File: src/rtl/core/command_frame_deframer_top_macros.svh
// Assertion macros for the command frame deframer.
`ifndef COMMAND_FRAME_DEFRAMER_TOP_MACROS_SVH
`define COMMAND_FRAME_DEFRAMER_TOP_MACROS_SVH

`ifndef SYNTHESIS

`define CFD_ASSERT_IMP(lbl, ante, cons, msg) \
    lbl: assert property (@(posedge clk) disable iff (!rst_n) (ante) |-> (cons)) \
        else $error(msg);

`define CFD_ASSERT_NXT(lbl, ante, cons, msg) \
    lbl: assert property (@(posedge clk) disable iff (!rst_n) (ante) |=> (cons)) \
        else $error(msg);

`else

`define CFD_ASSERT_IMP(lbl, ante, cons, msg)

`define CFD_ASSERT_NXT(lbl, ante, cons, msg)

`endif

`endif

File: src/rtl/core/cfd_pkg.sv
// Types and constants of the command frame deframer.
package cfd_pkg;

    localparam logic [7:0] START_MARK       = 8'hA5;
    localparam int         MAX_LIBS         = 16;
    localparam int         PAYLOAD_CAPACITY = 64;

    localparam int IN_DATA_W  = 8;
    localparam int OUT_DATA_W = 40;
    localparam int OUT_USER_W = 3;
    localparam int LIBS_W     = 5;

    typedef enum logic [4:0] {
        PH_HUNT   = 5'b00001,
        PH_TARGET = 5'b00010,
        PH_CMD    = 5'b00100,
        PH_SIZE   = 5'b01000,
        PH_DATA   = 5'b10000
    } phase_t;

    typedef struct packed {
        logic [7:0] target_lib;
        logic [7:0] command_code;
        logic [7:0] declared_len;
        logic       has_payload;
        logic [7:0] payload_byte;
        logic [7:0] byte_index;
        logic       last;
        logic       target_ok;
        logic       beyond_capacity;
    } result_t;

endpackage

File: src/rtl/core/command_frame_deframer_top.sv
// Top level of the command frame deframer: header parser and output skid stage.
//
// Usage:
//   s_tdata carries one received byte per beat. Bytes other than 0xA5 are
//   dropped while hunting; after the mark come target library, command and
//   size bytes, then size payload bytes. Each payload beat gives one result
//   beat on m_*; a size of zero gives one header-only result at once, with
//   m_tuser has_payload low. m_tlast marks the beat that ends a message.
//   cfg_wr_en/cfg_wr_data load the registered library count; write it only
//   while the block is idle.
// Timing:
//   One byte per cycle while s_tready is high; each result is registered.
//   The parser is a single registered stage; a two-entry output (result
//   register plus skid register) keeps s_tready registered.
// Stall:
//   While m_tready is low, results collect in the skid register; s_tready
//   drops once it is full and rises again when the receiver takes a beat.
// Reset:
//   rst_n clears the parser to hunting, the held header to zero, the library
//   count to zero and empties both output entries.
`include "command_frame_deframer_top_macros.svh"

module command_frame_deframer_top
(
    input  logic                               clk,
    input  logic                               rst_n,
    input  logic                               cfg_wr_en,
    input  logic [cfd_pkg::LIBS_W-1:0]         cfg_wr_data,
    input  logic                               s_tvalid,
    output logic                               s_tready,
    input  logic [cfd_pkg::IN_DATA_W-1:0]      s_tdata,   // [7:0] rx_byte
    output logic                               m_tvalid,
    input  logic                               m_tready,
    // [7:0] target_lib, [15:8] command_code, [23:16] declared_len,
    // [31:24] payload_byte, [39:32] byte_index
    output logic [cfd_pkg::OUT_DATA_W-1:0]     m_tdata,
    // [0] has_payload, [1] target_ok, [2] beyond_capacity
    output logic [cfd_pkg::OUT_USER_W-1:0]     m_tuser,
    output logic                               m_tlast
);

    cfd_pkg::phase_t             phase_reg, phase_next;
    logic [7:0]                  target_reg, target_next;
    logic [7:0]                  command_reg, command_next;
    logic [7:0]                  size_reg, size_next;
    logic [7:0]                  seen_reg, seen_next;
    logic [cfd_pkg::LIBS_W-1:0]  libs_reg;

    cfd_pkg::result_t            out_reg, skid_reg, res;
    logic                        out_valid_reg, skid_valid_reg;
    logic                        push, pop, accept;
    logic                        target_ok;
    logic [8:0]                  idx_plus;
    logic                        data_last;

    localparam logic [7:0] MaxLibs  = 8'(cfd_pkg::MAX_LIBS);
    localparam logic [8:0] Capacity = 9'(cfd_pkg::PAYLOAD_CAPACITY);

    assign s_tready = !skid_valid_reg;
    assign accept   = s_tvalid && s_tready;
    assign pop      = out_valid_reg && m_tready;

    assign target_ok = (target_reg < MaxLibs) && ({3'b000, libs_reg} > target_reg);
    assign idx_plus  = {1'b0, seen_reg} + 9'd1;
    assign data_last = idx_plus >= {1'b0, size_reg};

    always_comb
    begin
        phase_next   = phase_reg;
        target_next  = target_reg;
        command_next = command_reg;
        size_next    = size_reg;
        seen_next    = seen_reg;
        push         = 1'b0;
        res.target_lib      = target_reg;
        res.command_code    = command_reg;
        res.declared_len    = size_reg;
        res.has_payload     = 1'b1;
        res.payload_byte    = s_tdata;
        res.byte_index      = seen_reg;
        res.last            = data_last;
        res.target_ok       = target_ok;
        res.beyond_capacity = {1'b0, seen_reg} >= Capacity;
        if (accept)
        begin
            unique case (phase_reg)
                cfd_pkg::PH_HUNT:
                begin
                    if (s_tdata == cfd_pkg::START_MARK)
                    begin
                        phase_next = cfd_pkg::PH_TARGET;
                    end
                end
                cfd_pkg::PH_TARGET:
                begin
                    target_next = s_tdata;
                    phase_next  = cfd_pkg::PH_CMD;
                end
                cfd_pkg::PH_CMD:
                begin
                    command_next = s_tdata;
                    phase_next   = cfd_pkg::PH_SIZE;
                end
                cfd_pkg::PH_SIZE:
                begin
                    size_next = s_tdata;
                    seen_next = 8'd0;
                    if (s_tdata == 8'd0)
                    begin
                        phase_next          = cfd_pkg::PH_HUNT;
                        push                = 1'b1;
                        res.declared_len    = 8'd0;
                        res.has_payload     = 1'b0;
                        res.payload_byte    = 8'd0;
                        res.byte_index      = 8'd0;
                        res.last            = 1'b1;
                        res.beyond_capacity = 1'b0;
                    end
                    else
                    begin
                        phase_next = cfd_pkg::PH_DATA;
                    end
                end
                cfd_pkg::PH_DATA:
                begin
                    push      = 1'b1;
                    seen_next = idx_plus[7:0];
                    if (data_last)
                    begin
                        phase_next = cfd_pkg::PH_HUNT;
                    end
                end
                default:
                begin
                    phase_next = cfd_pkg::PH_HUNT;
                end
            endcase
        end
    end

    always_ff @(posedge clk or negedge rst_n)
    begin
        if (!rst_n)
        begin
            phase_reg   <= cfd_pkg::PH_HUNT;
            target_reg  <= 8'd0;
            command_reg <= 8'd0;
            size_reg    <= 8'd0;
            seen_reg    <= 8'd0;
            libs_reg    <= '0;
        end
        else
        begin
            phase_reg   <= phase_next;
            target_reg  <= target_next;
            command_reg <= command_next;
            size_reg    <= size_next;
            seen_reg    <= seen_next;
            if (cfg_wr_en)
            begin
                libs_reg <= cfg_wr_data;
            end
        end
    end

    always_ff @(posedge clk or negedge rst_n)
    begin
        if (!rst_n)
        begin
            out_valid_reg  <= 1'b0;
            skid_valid_reg <= 1'b0;
        end
        else if (skid_valid_reg)
        begin
            if (pop)
            begin
                skid_valid_reg <= 1'b0;
            end
        end
        else if (push)
        begin
            if (!out_valid_reg || pop)
            begin
                out_valid_reg <= 1'b1;
            end
            else
            begin
                skid_valid_reg <= 1'b1;
            end
        end
        else if (pop)
        begin
            out_valid_reg <= 1'b0;
        end
    end

    always_ff @(posedge clk)
    begin
        if (skid_valid_reg)
        begin
            if (pop)
            begin
                out_reg <= skid_reg;
            end
        end
        else if (push)
        begin
            if (!out_valid_reg || pop)
            begin
                out_reg <= res;
            end
            else
            begin
                skid_reg <= res;
            end
        end
    end

    assign m_tvalid = out_valid_reg;
    assign m_tdata  = {out_reg.byte_index, out_reg.payload_byte, out_reg.declared_len,
                       out_reg.command_code, out_reg.target_lib};
    assign m_tuser  = {out_reg.beyond_capacity, out_reg.target_ok, out_reg.has_payload};
    assign m_tlast  = out_reg.last;

    `CFD_ASSERT_IMP(a_skid_needs_out, skid_valid_reg, out_valid_reg,
        "skid entry held while output register empty")
    `CFD_ASSERT_IMP(a_empty_msg_shape, m_tvalid && !m_tuser[0],
        m_tlast && (m_tdata[39:24] == 16'd0) && !m_tuser[2],
        "header-only result with payload fields set")
    `CFD_ASSERT_IMP(a_data_size_nonzero, phase_reg == cfd_pkg::PH_DATA, size_reg != 8'd0,
        "payload phase with zero declared size")
    `CFD_ASSERT_NXT(a_last_returns_hunt, accept && push && res.last,
        phase_reg == cfd_pkg::PH_HUNT, "parser not hunting after message end")

endmodule
File: config.mk
export PLATFORM = sky130hd
export DESIGN_NAME = command_frame_deframer_top
export DESIGN_NICKNAME = d
export VERILOG_FILES = /design/src/rtl/core/cfd_pkg.sv /design/src/rtl/core/command_frame_deframer_top.sv
export VERILOG_INCLUDE_DIRS = /design/src /design/src/rtl/core
export SDC_FILE = /design/constraint.sdc
export NUM_CORES = 1
export LEC_CHECK = 0
export BUFFER_PORTS_ARGS = -buffer_cell sky130_fd_sc_hd__buf_4
export CORE_MARGIN = 10
export CORE_UTILIZATION = 45
export CTS_BUF_LIST = sky130_fd_sc_hd__clkbuf_16
export DETAILED_ROUTE_END_ITERATION = 16
export PLACE_DENSITY = 0.68
export SLEW_MARGIN = 10
export SYNTH_ARGS = -nofsm -noshare
export SYNTH_HDL_FRONTEND = slang
export SYNTH_SLANG_ARGS = --single-unit
File: constraint.sdc
create_clock -name clk -period 4.89 [get_ports clk]
set_input_delay 0.2445 -clock clk [delete_from_list [all_inputs] [get_ports clk]]
set_output_delay 0.2445 -clock clk [all_outputs]
set_load 0.1 [all_outputs]
# --- Word level (Yosys, flattened, before mapping) ---
# Cells that the tools add are included.
totals:
  regBits: 132
  input_bits: 18
  output_inout_bits: 46
  wordCells: 87
classes:
  n_addsub: 1
  n_lt_le_gt_ge: 4
  n_eq_ne: 10
  n_mux: 25
  bitwise_logic: 2
  reduce_logical: 19
op_table:
  columns: ["operator", "n"]
  rows:
  - ["44-bit two-way mux", 4]
  - ["26-bit two-way mux", 3]
  - ["5-bit case mux with 5 select lines", 1]
  - ["8-bit case mux with 2 select lines", 1]
  - ["5-bit two-way mux", 3]
  - ["1-bit two-way mux", 12]
  - ["3-bit AND reduction", 4]
  - ["8-bit by 1-bit adder with 9-bit output (second input constant)", 1]
  - ["9-bit by 8-bit >= comparator with 1-bit output", 1]
  - ["8-bit == test (second input constant)", 1]
  - ["8-bit by 7-bit >= comparator with 1-bit output (second input constant)", 1]
  - ["5-bit by 8-bit > comparator with 1-bit output", 1]
  - ["8-bit logical NOT", 1]
  - ["8-bit by 5-bit < comparator with 1-bit output (second input constant)", 1]
  - ["2-bit AND reduction", 4]
  - ["2-bit nonzero test", 4]
  - ["5-bit by 1-bit == test with 1-bit output (second input constant)", 1]
  - ["5-bit by 2-bit == test with 1-bit output (second input constant)", 1]
  - ["5-bit by 3-bit == test with 1-bit output (second input constant)", 1]
  - ["5-bit by 4-bit == test with 1-bit output (second input constant)", 1]
  - ["5-bit == test (second input constant)", 1]
  - ["2-bit by 1-bit inequality test with 1-bit output (second input constant)", 2]
  - ["2-bit inequality test (second input constant)", 2]
  - ["1-bit logical AND", 3]
  - ["other kinds (4)", 6]

# --- Longest topological paths before layout ---
logic_depth:
  word_depth: 8
  depth_mapped: 10
  ltp_nobuf: 10

# --- Least setup slack after synthesis ---
# No wires, ideal clock.
synth_path:
  path_kind: "reg2reg"
  start: "register phase_reg[3]"
  end: "register out_reg, in the netlist m_tdata[0], enable pin"
  setup_ns: 0.460
  arrival_time_ns: 3.539
  t_required_ns: 4.430
  setup_slack_ns: 0.891
  stages_incl_launch_ff: 8
  path_buffers: 2
  period_less_slack_ns: 3.999
  cell_sequence: "dfrtp_1 nor2_1 and3_1 clkbuf_1 and2_0 clkbuf_1 nor2_1 a21oi_1"
synth_via:
  elab_chain_cells: 5
  elab_cells_between_ends: 6
  classes_between: "eq/ne (2); mux (2); reduce/logical (2)"
synth_rtl:
  columns: ["element", "line_no", "source"]
  rows:
  - ["start: declaration", "command_frame_deframer_top.sv:42", "cfd_pkg::phase_t phase_reg, phase_next;"]
  - ["start signal: assignment", "command_frame_deframer_top.sv:145", "phase_reg <= cfd_pkg::PH_HUNT;"]
  - ["start signal: assignment", "command_frame_deframer_top.sv:154", "phase_reg <= phase_next;"]
  - ["5-bit == test / 5-bit by 4-bit == test with 1-bit output (equally long branches)", "command_frame_deframer_top.sv:86", "unique case (phase_reg)"]
  - ["1-bit case mux with 2 select lines *", "command_frame_deframer_top.sv:86", null]
  - ["1-bit two-way mux *", "command_frame_deframer_top.sv:84", "if (accept)"]
  - ["2-bit nonzero test (no line) *", null, null]
  - ["3-bit AND reduction (no line) *", null, null]
  - ["end signal: assignment", "command_frame_deframer_top.sv:203", "out_reg <= skid_reg;"]
  - ["end signal: assignment", "command_frame_deframer_top.sv:210", "out_reg <= res;"]
  - ["end: declaration", "command_frame_deframer_top.sv:49", "cfd_pkg::result_t out_reg, skid_reg, res;"]
# Mark *: on every way between the ends. The rest lies on a longest branch, timed or not.
# A chain may end at the register's enable or synchronous reset.

# --- Worst setup path in the final report ---
layout_path:
  start: "register skid_valid_reg"
  end: "register out_reg, in the netlist m_tdata[7], enable pin"
layout_via:
  elab_chain_cells: 5
  elab_cells_between_ends: 7
  classes_between: "eq/ne (1); mux (1); reduce/logical (5)"
layout_rtl:
  columns: ["element", "line_no", "source"]
  rows:
  - ["start: declaration", "command_frame_deframer_top.sv:50", "logic out_valid_reg, skid_valid_reg;"]
  - ["start signal: assignment", "command_frame_deframer_top.sv:171", "skid_valid_reg <= 1'b0;"]
  - ["start signal: assignment", "command_frame_deframer_top.sv:177", "skid_valid_reg <= 1'b0;"]
  - ["start signal: assignment", "command_frame_deframer_top.sv:188", "skid_valid_reg <= 1'b1;"]
  - ["1-bit logical NOT", "command_frame_deframer_top.sv:59", "assign s_tready = !skid_valid_reg;"]
  - ["1-bit logical AND", "command_frame_deframer_top.sv:60", "assign accept = s_tvalid && s_tready;"]
  - ["1-bit two-way mux", "command_frame_deframer_top.sv:84", null]
  - ["2-bit nonzero test (no line)", null, null]
  - ["3-bit AND reduction (no line) *", null, null]
# Marks and branches as above.

==> flow_metrics.py <==
metrics = {
    "status": {
        "status": "finished clean",
    },
    "floorplan": {
        "num_rows": 40,
        "io_pins": 64,
        "dieArea_mm2": 0.01731,
        "die_w_um": 131.6,
        "start_util": 0.4624,
        "core_mm2": 0.01211,
        "dieHeight_um": 131.6,
    },
    "job": {
        "maxCapViolCount": 0,
    },
    "worst_setup_path": {
        "crit_required_ns": 4.99,
        "r2r_cells": 6,
        "crit_path_start": "skid_valid_reg$_DFF_PN0_",
        "path_max_fanout": 50,
        "r2r-start": "skid_valid_reg$_DFF_PN0_",
        "cp-end-kind": "flop",
        "setup.worst_path.class": "reg -> reg",
        "timing.rr.end": "m_tdata[7]$_DFFE_PP_",
        "arrival_ns": 3.46,
        "start_kind": "flop",
        "rrSetupSlack_ns": 1.53,
        "crit_end": "m_tdata[7]$_DFFE_PP_",
    },
    "clocking": {
        "cts_tree": "done",
        "htreeDepth": 4,
        "cts-root-buf": "clkbuf_16",
        "cts_buffers": 17,
        "cts_buffer_depth": 2,
        "ctsResizeCount": 0,
        "clk_latency_ns": 0.41,
        "cts.clk_slew.worst_paths_ns": 0.06,
        "cts.sinks": 132,
    },
    "drt": {
        "num_vias": 3188,
        "ant_nets": 0,
        "drtIter0Drc": 229,
        "wl_per_cell_um": 16.96,
        "viasPerCell": 5.085,
        "routed_wl_um": 10640,
        "drc": 0,
        "first_pass_iters": 4,
    },
    "global_routing": {
        "grt_util_met3": 0.03963,
        "met1_usage": 0.1638,
        "busiest_layer": "met2",
        "antenna_found_initial": 0,
        "grt_max_degree": 51,
        "use_met2": 0.1952,
        "grt_remaining_overflow": 0,
        "grt_pass1_vias": 3347,
        "grt_pass1_wl_um": 17740,
        "track_usage": 0.1271,
    },
    "place": {
        "place_hpwl_um": 7334,
        "port_buffers": 63,
        "routabilityCongestion": 0.8116,
        "placed_area_mm2": 0.006240,
        "placed_cells": 594,
    },
    "logic_synthesis": {
        "synth_top_family_by_area": "multiplexers",
        "ys_ff_latch": 132,
        "avgSynthCellArea_um2": 14.70,
        "synth.distinct_cells": 43,
        "synth-seq-area-share": 0.6687,
        "synth_fp_nets": 413,
        "synth_xor_area_frac": 0.01095,
        "muxShareOfSynthArea": 0.1233,
        "synth-main-ff-cell": "edfxtp_1",
        "async_flop_share": 0.3333,
        "synth_cells": 381,
        "synth-compound-area-share": 0.05228,
        "yosys.area_share.simple": 0.08646,
        "syn_area_mm2": 0.005600,
        "yosys_warnings": 0,
        "synthAdderAreaFrac": 0.03128,
        "synth_edf_count": 88,
    },
    "timing": {
        "setup_viol": 0,
        "max_freq_mhz": 297.5,
        "slew-limit-headroom": 0.4041,
        "hold_viol_final": 0,
        "worstMarginPinSlew_ns": 0.8938,
        "fin_hold_ws_ns": 0.05174,
        "rsz0062_at_grt": "false",
        "timing.final.crit_share": 0.6875,
        "finClkSkew_ns": 0.008211,
        "fin_crit_ns": 3.362,
        "tns_ns": 0,
        "drv_slew": 0,
    },
    "worst_hold_path": {
        "hold_path_class": "in -> reg",
    },
    "final_layout": {
        "fin_area_mm2": 0.006809,
        "num-fill-cells": 1005,
        "largest_reg_flops": 44,
        "fin_cells": 627,
        "nNetsFinal": 478,
        "n_antenna_cell": 0,
        "area_growth_pct": 21.58,
        "final_util": 0.5622,
        "layout-drive-gt1-share": 0.3704,
    },
    "power_and_ir_drop": {
        "ir_drop_mv": 0.2414,
        "p_per_area_mw_per_mm2": 354.6,
        "p_leak_nw": 2.883,
    },
}
[kinds of logic after synthesis]
group	after synthesis
AOI/OAI and AO/OA	44
xor gates and xnor gates	7
adders and majority gates	14
buffers and inverters	36
DFF	132
muxes	59
and+or+nand+nor	89
[stage by stage]
step | power, mW | worst slack [ns]
finish | 2.414 | 1.528
global route | 2.492 | 1.209
CTS | 2.438 | 1.473
detailed placement | 1.255 | 1.486
global placement | 1.252 | 1.622
floorplan | 1.226 | 0.8907
[how the worst min path moves through the flow]
stage,cells past startpoint,startpoint,end
3_5_place_dp,1,rst_n,phase_reg[2]$_DFFE_PN0P_
2_1_floorplan,0,rst_n,command_reg[0]$_DFFE_PN0P_
6_report,3,cfg_wr_data[0],libs_reg[0]$_DFFE_PN0P_
5_1_grt,3,cfg_wr_data[0],libs_reg[0]$_DFFE_PN0P_
3_3_place_gp,1,rst_n,phase_reg[4]$_DFFE_PN0P_
4_1_cts,3,cfg_wr_data[0],libs_reg[0]$_DFFE_PN0P_
[cell type report]
cell class              instances  area, µm²  share of cell area
repair buffers                 66      510.5             0.07497
clock inverters                15      133.9             0.01966
well taps                     168      210.2             0.03087
clock buffers                  17      425.4             0.06248
multi-input cells             213       1723              0.2530
inverters                      16      60.06            0.008820
flip-flops and latches        132       3746              0.5502
[report_power, final]
group          internal [mW]  total, mW  switching (mW)
sequential              1.19       1.19         0.00265
clock                  0.702       1.18           0.480
combinational         0.0182     0.0429          0.0248
total                   1.91       2.41           0.507
[metal layers]
layer | vias to the layer above | wire [µm]
li1 | 1525 | -
met1 | 1590 | 4936
met2 | 66 | 5106
met3 | 7 | 494
met4 | 0 | 99
met5 | - | 0
[repair_timing]
action,4_1_cts,5_1_grt
endpoints found under the hold margin,43,0
hold buffers,1,0
setup endpoints to repair,0,0
setup buffers,0,0
[Yosys cell counts (3+ instances only)]
master    count  share of area
a21o_1        3         0.0040
a21oi_1       4         0.0036
a22o_1        4         0.0063
and2_1        3         0.0034
and2_4        7          0.011
and3_1        6         0.0067
buf_1         4         0.0027
clkbuf_1     13         0.0087
dfrtp_1      43           0.19
edfxtp_1     88           0.47
ha_1         14          0.031
inv_1        15          0.010
mux2_2       52           0.10
mux2_4        7          0.019
nand2_1      30          0.020
nand3_1      11         0.0098
nor2_1       15          0.010
nor2b_1       5         0.0056
nor4_1        3         0.0034
o21ai_0      14          0.013
o31ai_1       9          0.012
xnor2_1       4         0.0063
xor2_1        3         0.0047
[cell usage in the layout (no fill, tap or decap), drive strengths merged]
cell,synthesis,layout
nand4,3,3
nand3,11,11
a221o,1,1
o31ai,9,9
mux2,59,59
a22oi,1,1
o21ai,16,16
a21o,3,3
nand4bb,1,1
nor4,3,3
clkinv,0,6
o21a,1,1
edfxtp,88,88
xor2,3,3
a32o,1,1
and2,11,11
dfrtp,43,43
dfstp,1,1
and3,6,6
dlygate4sd3,0,1
nor2b,5,5
bufinv,0,1
nor2,18,18
a211oi,1,1
o211ai,2,2
inv,16,21
clkbuf,13,17
ha,14,14
a22o,4,4
a21oi,4,4
buf,7,65
and4,1,1
nand2,30,30
a31oi,1,1
clkinvlp,0,3
xnor2,4,4
[critical path, stage by stage (launching register included)]
cell and delay, ns:
dfrtp_2 0.73, nor2b_1 0.60, nand4_4 0.34, nor2_8 0.33
nor2_1 0.17, a21oi_4 0.59, buf_12 0.27
(Power assumes the default switching activity.)
